`config.mk`:
```
export PLATFORM = sky130hd
export DESIGN_NAME = crc32_frame_append_check
export DESIGN_NICKNAME = d
export VERILOG_FILES = /design/src/sv/crc32fa_pkg.sv /design/src/sv/crc32fa_crc_unit.sv /design/src/sv/crc32fa_out_queue.sv /design/src/sv/crc32_frame_append_check.sv
export SDC_FILE = /design/constraint.sdc
export NUM_CORES = 1
export LEC_CHECK = 0
export ABC_AREA = 1
export BUFFER_PORTS_ARGS = -buffer_cell sky130_fd_sc_hd__clkbuf_2
export CORE_MARGIN = 1
export CORE_UTILIZATION = 56
export CTS_CLUSTER_SIZE = 25
export DETAILED_ROUTE_END_ITERATION = 10
export PLACE_DENSITY = 0.73
export SETUP_SLACK_MARGIN = 0.3
export SLEW_MARGIN = 20
export SYNTH_ARGS = -nofsm -noshare
export SYNTH_HDL_FRONTEND = slang
export SYNTH_HIERARCHICAL = 1
export SYNTH_SLANG_ARGS = --single-unit
```
`constraint.sdc`:
```
create_clock -name clk_i -period 4.5 [get_ports clk_i]
set_input_delay 0.675 -clock clk_i [delete_from_list [all_inputs] [get_ports clk_i]]
set_output_delay 0.675 -clock clk_i [all_outputs]
set_load 0.05 [all_outputs]
```
`src/sv/crc32fa_pkg.sv`:
```
// Shared types, constants and CRC functions for the CRC-32 frame engine.
`default_nettype none

package crc32fa_pkg;

  localparam logic [31:0] CrcPoly    = 32'h04C11DB7;
  localparam int unsigned HoldDepth  = 4;
  localparam int unsigned MaxBurst   = 5;
  localparam int unsigned QueueDepth = MaxBurst + 1;

  typedef enum logic [1:0] {
    StatusGood     = 2'd0,
    StatusMismatch = 2'd1,
    StatusShort    = 2'd2
  } status_e;

  typedef struct packed {
    logic [7:0] out_byte;
    logic       has_data;
    logic       end_of_frame;
    status_e    frame_status;
  } result_t;

  typedef struct packed {
    logic [2:0]                 count;
    result_t [MaxBurst-1:0]     words;
  } burst_t;

  function automatic logic [31:0] crc_table_entry(input logic [7:0] idx);
    logic [31:0] r;
    r = {idx, 24'h0};
    for (int i = 0; i < 8; i++) begin
      r = r[31] ? ((r << 1) ^ CrcPoly) : (r << 1);
    end
    return r;
  endfunction

  function automatic logic [31:0] crc_update(input logic [31:0] crc, input logic [7:0] b);
    return {crc[23:0], 8'h00} ^ crc_table_entry(crc[31:24] ^ b);
  endfunction

endpackage

`default_nettype wire

```
`src/sv/crc32fa_crc_unit.sv`:
```
// CRC state, holdback line and per-word result burst generation.
`default_nettype none

module crc32fa_crc_unit (
  input  logic                 clk_i,
  input  logic                 rst_ni,
  input  logic                 accept_i,
  input  logic [7:0]           data_byte_i,
  input  logic                 last_byte_i,
  input  logic                 direction_i,
  output crc32fa_pkg::burst_t  burst_o
);

  logic [31:0] crc_q, crc_d;
  logic [2:0]  bytes_q, bytes_d;
  logic [7:0]  hold_q [crc32fa_pkg::HoldDepth];
  logic [7:0]  hold_d [crc32fa_pkg::HoldDepth];
  logic [31:0] crc_next;
  logic        full;

  assign crc_next = crc32fa_pkg::crc_update(crc_q, data_byte_i);
  assign full     = bytes_q[2];

  always_comb begin
    crc_d   = crc_q;
    bytes_d = bytes_q;
    hold_d  = hold_q;
    burst_o = '0;
    if (!direction_i) begin
      // Transmit: pass the word through, append the CRC on the last one.
      burst_o.count                = 3'd1;
      burst_o.words[0].out_byte    = data_byte_i;
      burst_o.words[0].has_data    = 1'b1;
      crc_d                        = crc_next;
      if (last_byte_i) begin
        burst_o.count                 = 3'd5;
        burst_o.words[1].out_byte     = crc_next[31:24];
        burst_o.words[1].has_data     = 1'b1;
        burst_o.words[2].out_byte     = crc_next[23:16];
        burst_o.words[2].has_data     = 1'b1;
        burst_o.words[3].out_byte     = crc_next[15:8];
        burst_o.words[3].has_data     = 1'b1;
        burst_o.words[4].out_byte     = crc_next[7:0];
        burst_o.words[4].has_data     = 1'b1;
        burst_o.words[4].end_of_frame = 1'b1;
        crc_d                         = '0;
        bytes_d                       = '0;
      end
    end else begin
      // Receive: hold back the newest four bytes, release the oldest.
      crc_d = crc_next;
      if (full) begin
        burst_o.count             = 3'd1;
        burst_o.words[0].out_byte = hold_q[0];
        burst_o.words[0].has_data = 1'b1;
        hold_d[0] = hold_q[1];
        hold_d[1] = hold_q[2];
        hold_d[2] = hold_q[3];
        hold_d[3] = data_byte_i;
      end else begin
        hold_d[bytes_q[1:0]] = data_byte_i;
        bytes_d              = bytes_q + 3'd1;
      end
      if (last_byte_i) begin
        if (full) begin
          burst_o.count                 = 3'd2;
          burst_o.words[1].end_of_frame = 1'b1;
          burst_o.words[1].frame_status = (crc_next != '0) ? crc32fa_pkg::StatusMismatch
                                                          : crc32fa_pkg::StatusGood;
        end else begin
          burst_o.count                 = 3'd1;
          burst_o.words[0].end_of_frame = 1'b1;
          if (bytes_q != 3'd3) begin
            burst_o.words[0].frame_status = crc32fa_pkg::StatusShort;
          end else begin
            burst_o.words[0].frame_status = (crc_next != '0) ? crc32fa_pkg::StatusMismatch
                                                            : crc32fa_pkg::StatusGood;
          end
        end
        crc_d   = '0;
        bytes_d = '0;
      end
    end
  end

  always_ff @(posedge clk_i or negedge rst_ni) begin
    if (!rst_ni) begin
      crc_q   <= '0;
      bytes_q <= '0;
    end else if (accept_i) begin
      crc_q   <= crc_d;
      bytes_q <= bytes_d;
    end
  end

  always_ff @(posedge clk_i) begin
    if (accept_i) begin
      hold_q <= hold_d;
    end
  end

`ifndef SYNTHESIS
  a_bytes_range: assert property (@(posedge clk_i) disable iff (!rst_ni)
    bytes_q <= 3'd4) else $error("holdback fill count out of range");
  a_frame_end_clears: assert property (@(posedge clk_i) disable iff (!rst_ni)
    accept_i && last_byte_i |=> bytes_q == '0 && crc_q == '0)
    else $error("frame end did not clear CRC state");
  a_full_stays: assert property (@(posedge clk_i) disable iff (!rst_ni)
    accept_i && direction_i && !last_byte_i && full |=> bytes_q == 3'd4)
    else $error("full holdback line lost its fill");
`endif

endmodule

`default_nettype wire

```
`src/sv/crc32fa_out_queue.sv`:
```
// Result word queue: takes a burst per input word, emits one word per cycle while out_ready_i is high.
`default_nettype none

module crc32fa_out_queue (
  input  logic                  clk_i,
  input  logic                  rst_ni,
  input  logic                  load_i,
  input  crc32fa_pkg::burst_t   burst_i,
  output logic                  load_ready_o,
  output logic                  out_valid_o,
  output crc32fa_pkg::result_t  out_word_o,
  input  logic                  out_ready_i
);

  crc32fa_pkg::result_t slots_q [crc32fa_pkg::QueueDepth];
  crc32fa_pkg::result_t slots_d [crc32fa_pkg::QueueDepth];
  logic [2:0] count_q, count_d, count_left;
  logic       pop;

  assign out_valid_o  = (count_q != '0);
  assign out_word_o   = slots_q[0];
  assign load_ready_o = (count_q <= 3'd1);
  assign pop          = out_valid_o && out_ready_i;
  assign count_left   = count_q - {2'b00, pop};

  always_comb begin
    slots_d = slots_q;
    count_d = count_left;
    if (pop) begin
      for (int i = 0; i < crc32fa_pkg::QueueDepth - 1; i++) begin
        slots_d[i] = slots_q[i+1];
      end
    end
    if (load_i) begin
      // Append behind the word that is still waiting, if any.
      for (int j = 0; j < crc32fa_pkg::MaxBurst; j++) begin
        if (count_left[0]) begin
          slots_d[j+1] = burst_i.words[j];
        end else begin
          slots_d[j] = burst_i.words[j];
        end
      end
      count_d = count_left + burst_i.count;
    end
  end

  always_ff @(posedge clk_i or negedge rst_ni) begin
    if (!rst_ni) begin
      count_q <= '0;
    end else begin
      count_q <= count_d;
    end
  end

  always_ff @(posedge clk_i) begin
    slots_q <= slots_d;
  end

`ifndef SYNTHESIS
  a_count_range: assert property (@(posedge clk_i) disable iff (!rst_ni)
    count_q <= 3'(crc32fa_pkg::QueueDepth)) else $error("queue overflow");
  a_load_only_when_room: assert property (@(posedge clk_i) disable iff (!rst_ni)
    load_i |-> count_q <= 3'd1) else $error("burst loaded without room");
  a_pop_drains: assert property (@(posedge clk_i) disable iff (!rst_ni)
    pop && !load_i |=> count_q == $past(count_q) - 3'd1)
    else $error("queue count did not drop on pop");
`endif

endmodule

`default_nettype wire

```
`src/sv/crc32_frame_append_check.sv`:
```
// Top level of the CRC-32 frame engine: append in transmit, check and strip in receive.
`default_nettype none

// Channel   Dir  Signals                          Payload
// s_axis    in   tvalid tready tdata[7:0] tlast   frame byte, tlast = last byte
// m_axis    out  tvalid tready tdata[7:0] tlast   out byte, tlast = end of frame,
//                tuser[2:0]                       tuser: has_data, frame_status
// cfg       in   cfg_valid_i cfg_ready_o          cfg_data_i[0] = direction
//
// One input word per cycle while s_axis_tready is high; the CRC update runs between the
// input handshake and the result queue. A transmit last word yields five result words, so
// the input stalls until at most one of them waits; a receive last word with a full line yields two.
// The input is taken while at most one result word waits, so one finished word
// may sit on m_axis while the next input is accepted.
// Reset clears the CRC, fill count, queue and direction (transmit). The holdback
// line is not reset; it is written before it is read in every frame.

module crc32_frame_append_check (
  input  logic       clk_i,
  input  logic       rst_ni,
  // Input stream; tdata: [7:0] data_byte. tlast: last_byte.
  input  logic       s_axis_tvalid,
  output logic       s_axis_tready,
  input  logic [7:0] s_axis_tdata,
  input  logic       s_axis_tlast,
  // Output stream; tdata: [7:0] out_byte. tlast: end_of_frame.
  output logic       m_axis_tvalid,
  input  logic       m_axis_tready,
  output logic [7:0] m_axis_tdata,
  output logic       m_axis_tlast,
  // tuser: [0] has_data, [2:1] frame_status.
  output logic [2:0] m_axis_tuser,
  // Direction register write: 0 transmit/append, 1 receive/check.
  input  logic       cfg_valid_i,
  output logic       cfg_ready_o,
  input  logic       cfg_data_i
);

  logic                 direction_q;
  logic                 in_accept;
  crc32fa_pkg::burst_t  burst;
  crc32fa_pkg::result_t out_word;

  // Configuration must only be written while idle; the block does not enforce this and always takes it.
  assign cfg_ready_o = 1'b1;

  always_ff @(posedge clk_i or negedge rst_ni) begin
    if (!rst_ni) begin
      direction_q <= 1'b0;
    end else if (cfg_valid_i) begin
      direction_q <= cfg_data_i;
    end
  end

  assign in_accept = s_axis_tvalid && s_axis_tready;

  // Advance the CRC and build this word's results.
  crc32fa_crc_unit u_crc (
    .clk_i       (clk_i),
    .rst_ni      (rst_ni),
    .accept_i    (in_accept),
    .data_byte_i (s_axis_tdata),
    .last_byte_i (s_axis_tlast),
    .direction_i (direction_q),
    .burst_o     (burst)
  );

  // Hold the results and hand them out one per cycle while m_axis_tready is high.
  crc32fa_out_queue u_queue (
    .clk_i        (clk_i),
    .rst_ni       (rst_ni),
    .load_i       (in_accept),
    .burst_i      (burst),
    .load_ready_o (s_axis_tready),
    .out_valid_o  (m_axis_tvalid),
    .out_word_o   (out_word),
    .out_ready_i  (m_axis_tready)
  );

  assign m_axis_tdata = out_word.out_byte;
  assign m_axis_tlast = out_word.end_of_frame;
  assign m_axis_tuser = {out_word.frame_status, out_word.has_data};

endmodule

`default_nettype wire
```
==> metrics.md <==
| Metric | Value |
|---|---|
| Number of buffers added on ports | `28` |
| Net Sw Frac | `43.6%` |
| MaxCap Viol Count | `0` |
| Post-synthesis register bit count | `143` |
| H-tree lvl count | `4` |
| CP delay by family, top | `simple AND/OR/NAND/NOR gates` |
| Core area | `around 0.014 sq mm` |
| Gr ovfl total | `0` |
| First-pass GRT wire length | `30,200 microns` |
| Hold crit path type | `primary input to async pin` |
| Top Usage Layer GRT | `met2` |
| Final Hold Viols | `0` |
| TritonRoute pass-1 iters | `6` |
| Flop pwr share | `about a third` |
| Post-Synth Simple-Gate Area | `28.4%` |
| CP Data Required Time | `between 4 and 5 ns` |
| Setup ws final | `1.54 ns` |
| Worst setup EP type | `flop` |
| Nets | `1,025` |
| WL final | `18,900 microns` |
| Initial core utilization | `between 50% and 60%` |
| Max-slew violations | `0` |
| Worst-path clk slew | `0.06 ns` |
| Residual DRC count | `0` |
| Hold Buf Count CTS | `0` |
| Vias | `approximately 6.7k` |
| Clock power frac | `a little over a fifth` |
| Mux share of post-synthesis cell area | `less than 1%` |
| Die area | `around 0.015 sq mm` |
| RSZ-0062 raised after global routing | `false` |
| Maximum clock path buffer count | `2` |
| Pint | `roughly 3.5 mW` |
| Clk_lat worst skew | `0.43 ns` |
| NetSw | `around 2.7 mW` |
| DR vias/cell | `between 5 and 6` |
| Fmax | `338 MHz` |
| Crit Path Class | `flop to flop` |
| Critical Path, Cell by Cell | `nor2_4 > nand2_4 > nand2_2 > inv_2 > ha_1 > nand2_1 > inv_2 > buf_4 > a22oi_1 > nand2_1` |
| Syn Inst Count | `between 1k and 1.5k` |
| Slew headroom | `28.7%` |
| DR WL/cell | `15.9 microns` |
| IO Count | `30` |
| CTS sink cnt | `roughly 140` |
| Count of different cell masters after synthesis | `34` |
| Gpl congestion | `between 0.8 and 0.9` |
| WP buf/inv | `3` |
| Gate power share | `between 40 and 50%` |
| Adder-cell share of the synthesized area | `a little under 2%` |
| WP data arrival | `about 3.1 ns` |
| Met2 Resource Use GR | `approximately 41%` |
| Pleak | `just over 4 nW` |
| VDD IR-drop max | `between 0.0003 and 0.0004 V` |
| # setup viols final | `0` |
| Final HPWL DP | `12,800 microns` |
| Setup TNS | `0 ns` |
| Root Buffer | `clkbuf_16` |
| YS warnings | `6` |
| DRT iter0 DRCs | `between 600 and 700` |
| Outcome | `finished, final reports clean` |
| Minimum clock period | `about 3.0 ns` |
| Vias in the first global route | `about 5.9k` |
| Antenna viol nets, final | `0` |
| Skew final | `between 0.006 and 0.007 ns` |
| GR Util met3 | `5.30%` |
| Layout area overhead | `7.65%` |
| Post_cts resized | `0` |
| Slew @ Worst Pin | `around 1.1 ns` |
| CP max-delay cell | `dfrtp_1` |
| CP peak stage delay | `0.41 ns` |
| Std-Cell Rows | `43` |
| TritonCTS clock tree | `yes` |
| Die Ht | `around 120 microns` |
| Largest net degree at the start of global routing | `just over 60` |
| Setup Fix Bufs, Post-CTS | `0` |
| GR Util met1 | `between 30% and 40%` |
| Compound-gate portion of the synthesized area | `9.03%` |
| Layout cells sized above 1 | `between 10% and 20%` |
| Die W | `between 100 and 150 microns` |
| Critical Path Fanout Max | `25` |
| TritonCTS Buffers | `17` |
| Diode count | `0` |
| Syn avg cell area | `8.12 sq um` |
| Period utilisation layout | `about two thirds` |
| Worst slack, placed | `between 1 and 1.5 ns` |
| Synth Area in XOR/XNOR | `~1.4%` |
| Startpoint Class | `flop` |
| Initial antenna violation count | `0` |
| Main combinational cell family by area after synthesis | `simple AND/OR/NAND/NOR gates` |
| Pwr Density | `717 mW/mm^2` |
| Sequential area share after synthesis | `48.8%` |
| Synthesized area | `0.00815 sq mm` |
| Total GRT Usage | `a little over a quarter` |
-- per-stage QoR --
step	power (mW)	instances	util [%]	instance area, sq um	hold slack, ns
after CTS	6.26	1191	62.5	8770	0.450
after global placement	4.82	1159	58.4	8200	0.486
after global routing	6.72	1191	62.5	8770	0.455
after detailed placement	4.88	1159	58.4	8200	0.495
after floorplan	4.31	1011	-	8180	0.379
final	6.29	1191	62.5	8770	0.393
-- cells in the mapped netlist, drive strengths merged --
library cell | instances | area share [%]
nand2 | 352 | 18
nand3 | 112 | 6.9
inv | 109 | 5.1
edfxtp | 92 | 34
nor2 | 67 | 3.3
buf | 54 | 4.4
a22oi | 48 | 4.4
o21ai | 44 | 2.7
dfrtp | 39 | 12
o22ai | 24 | 1.8
clkbuf | 15 | 0.69
dfxtp | 12 | 2.9
ha | 11 | 1.7
xor2 | 11 | 1.3
nand4 | 3 | 0.23
conb | 2 | 0.092
a21oi | 1 | 0.061
and2 | 1 | 0.077
and3 | 1 | 0.077
clkinv | 1 | 0.046
fa | 1 | 0.25
mux2i | 1 | 0.12
nand3b | 1 | 0.092
xnor2 | 1 | 0.11
-- logic make-up (layout without fill, tap and decap cells) --
group,after synthesis,in the layout
other cells,2,10
simple gates,537,537
fa+ha+maj,12,12
compound gates,117,117
buf+inv,179,179
flops,143,143
mux,1,1
xor+xnor,12,12
-- power groups by stage --
stage / sequential, mW / clock (mW) / combinational (mW)
floorplan: 2.12 / 0 / 2.19
global placement: 2.15 / 0 / 2.68
detailed placement: 2.16 / 0 / 2.72
CTS: 2.14 / 1.38 / 2.74
global route: 2.18 / 1.44 / 3.10
finish: 2.14 / 1.36 / 2.78
-- worst register-to-register path, stage by stage, from the launching register on --
cell and delay, ns:
dfrtp_1 0.41, nor2_4 0.16, nand2_4 0.13, nand2_2 0.26
inv_2 0.07, ha_1 0.35, nand2_1 0.39, inv_2 0.31
buf_4 0.31, a22oi_1 0.22, nand2_1 0.10
-- cell usage in the layout (no fill, tap or decap), types with 2 or more instances in the layout --
master,netlist,layout
a22oi_1,48,48
buf_4,29,9
bufinv_16,0,2
clkbuf_1,15,4
clkbuf_16,0,17
clkbuf_2,0,27
clkinv_2,0,3
clkinv_4,0,2
clkinvlp_4,0,3
conb_1,2,10
dfrtp_1,39,39
dfxtp_1,12,12
edfxtp_1,92,92
ha_1,11,11
inv_1,87,87
inv_2,21,21
nand2_1,311,310
nand2_2,36,37
nand2_4,5,5
nand3_1,112,112
nand4_1,3,3
nor2_1,64,64
nor2_4,2,2
o21ai_0,44,44
o22ai_1,24,24
xor2_1,10,10
-- path summary, 6_finish.rpt --
path	startpoint	endpoint	slack, ns	cells past startpoint
worst max-delay path	u_queue/count_q[2]	u_queue/slots_q[41]	1.54	10
worst min-delay path	rst_ni	u_crc/crc_q[2]	0.39	1
worst max register to register	u_queue/count_q[2]	u_queue/slots_q[41]	1.54	10
worst min register to register	u_crc/crc_q[23]	u_crc/crc_q[23]	0.51	2
max in group asynchronous	rst_ni	u_queue/count_q[2]	3.52	1
min in group clk_i	cfg_data_i	direction_q	0.45	3
-- state kept, by name (all words and copies together) (netlist names) --
signal,cells
direction_q,1
u_crc/bytes_q,3
u_crc/crc_q,32
u_crc/hold_q,32
u_queue/count_q,3
u_queue/out_word_o,12
u_queue/slots_q,60
-- cell type report --
| type | count | area [sq um] |
|---|---|---|
| multi-input combinational | 689 | 3370 |
| tap | 180 | 225 |
| clock inverter | 10 | 115 |
| clock buffer | 22 | 454 |
| inverter | 110 | 415 |
| fill | 1215 | 5270 |
| timing repair buffer | 37 | 208 |
| sequential | 143 | 3980 |
-- routing by layer --
metal	wire [microns]	part of all wire, %
met1	8360	44
met2	8640	46
met3	1190	6.3
met4	724	3.8
met5	0	0
No activity file was read; power rests on OpenSTA's default activity.
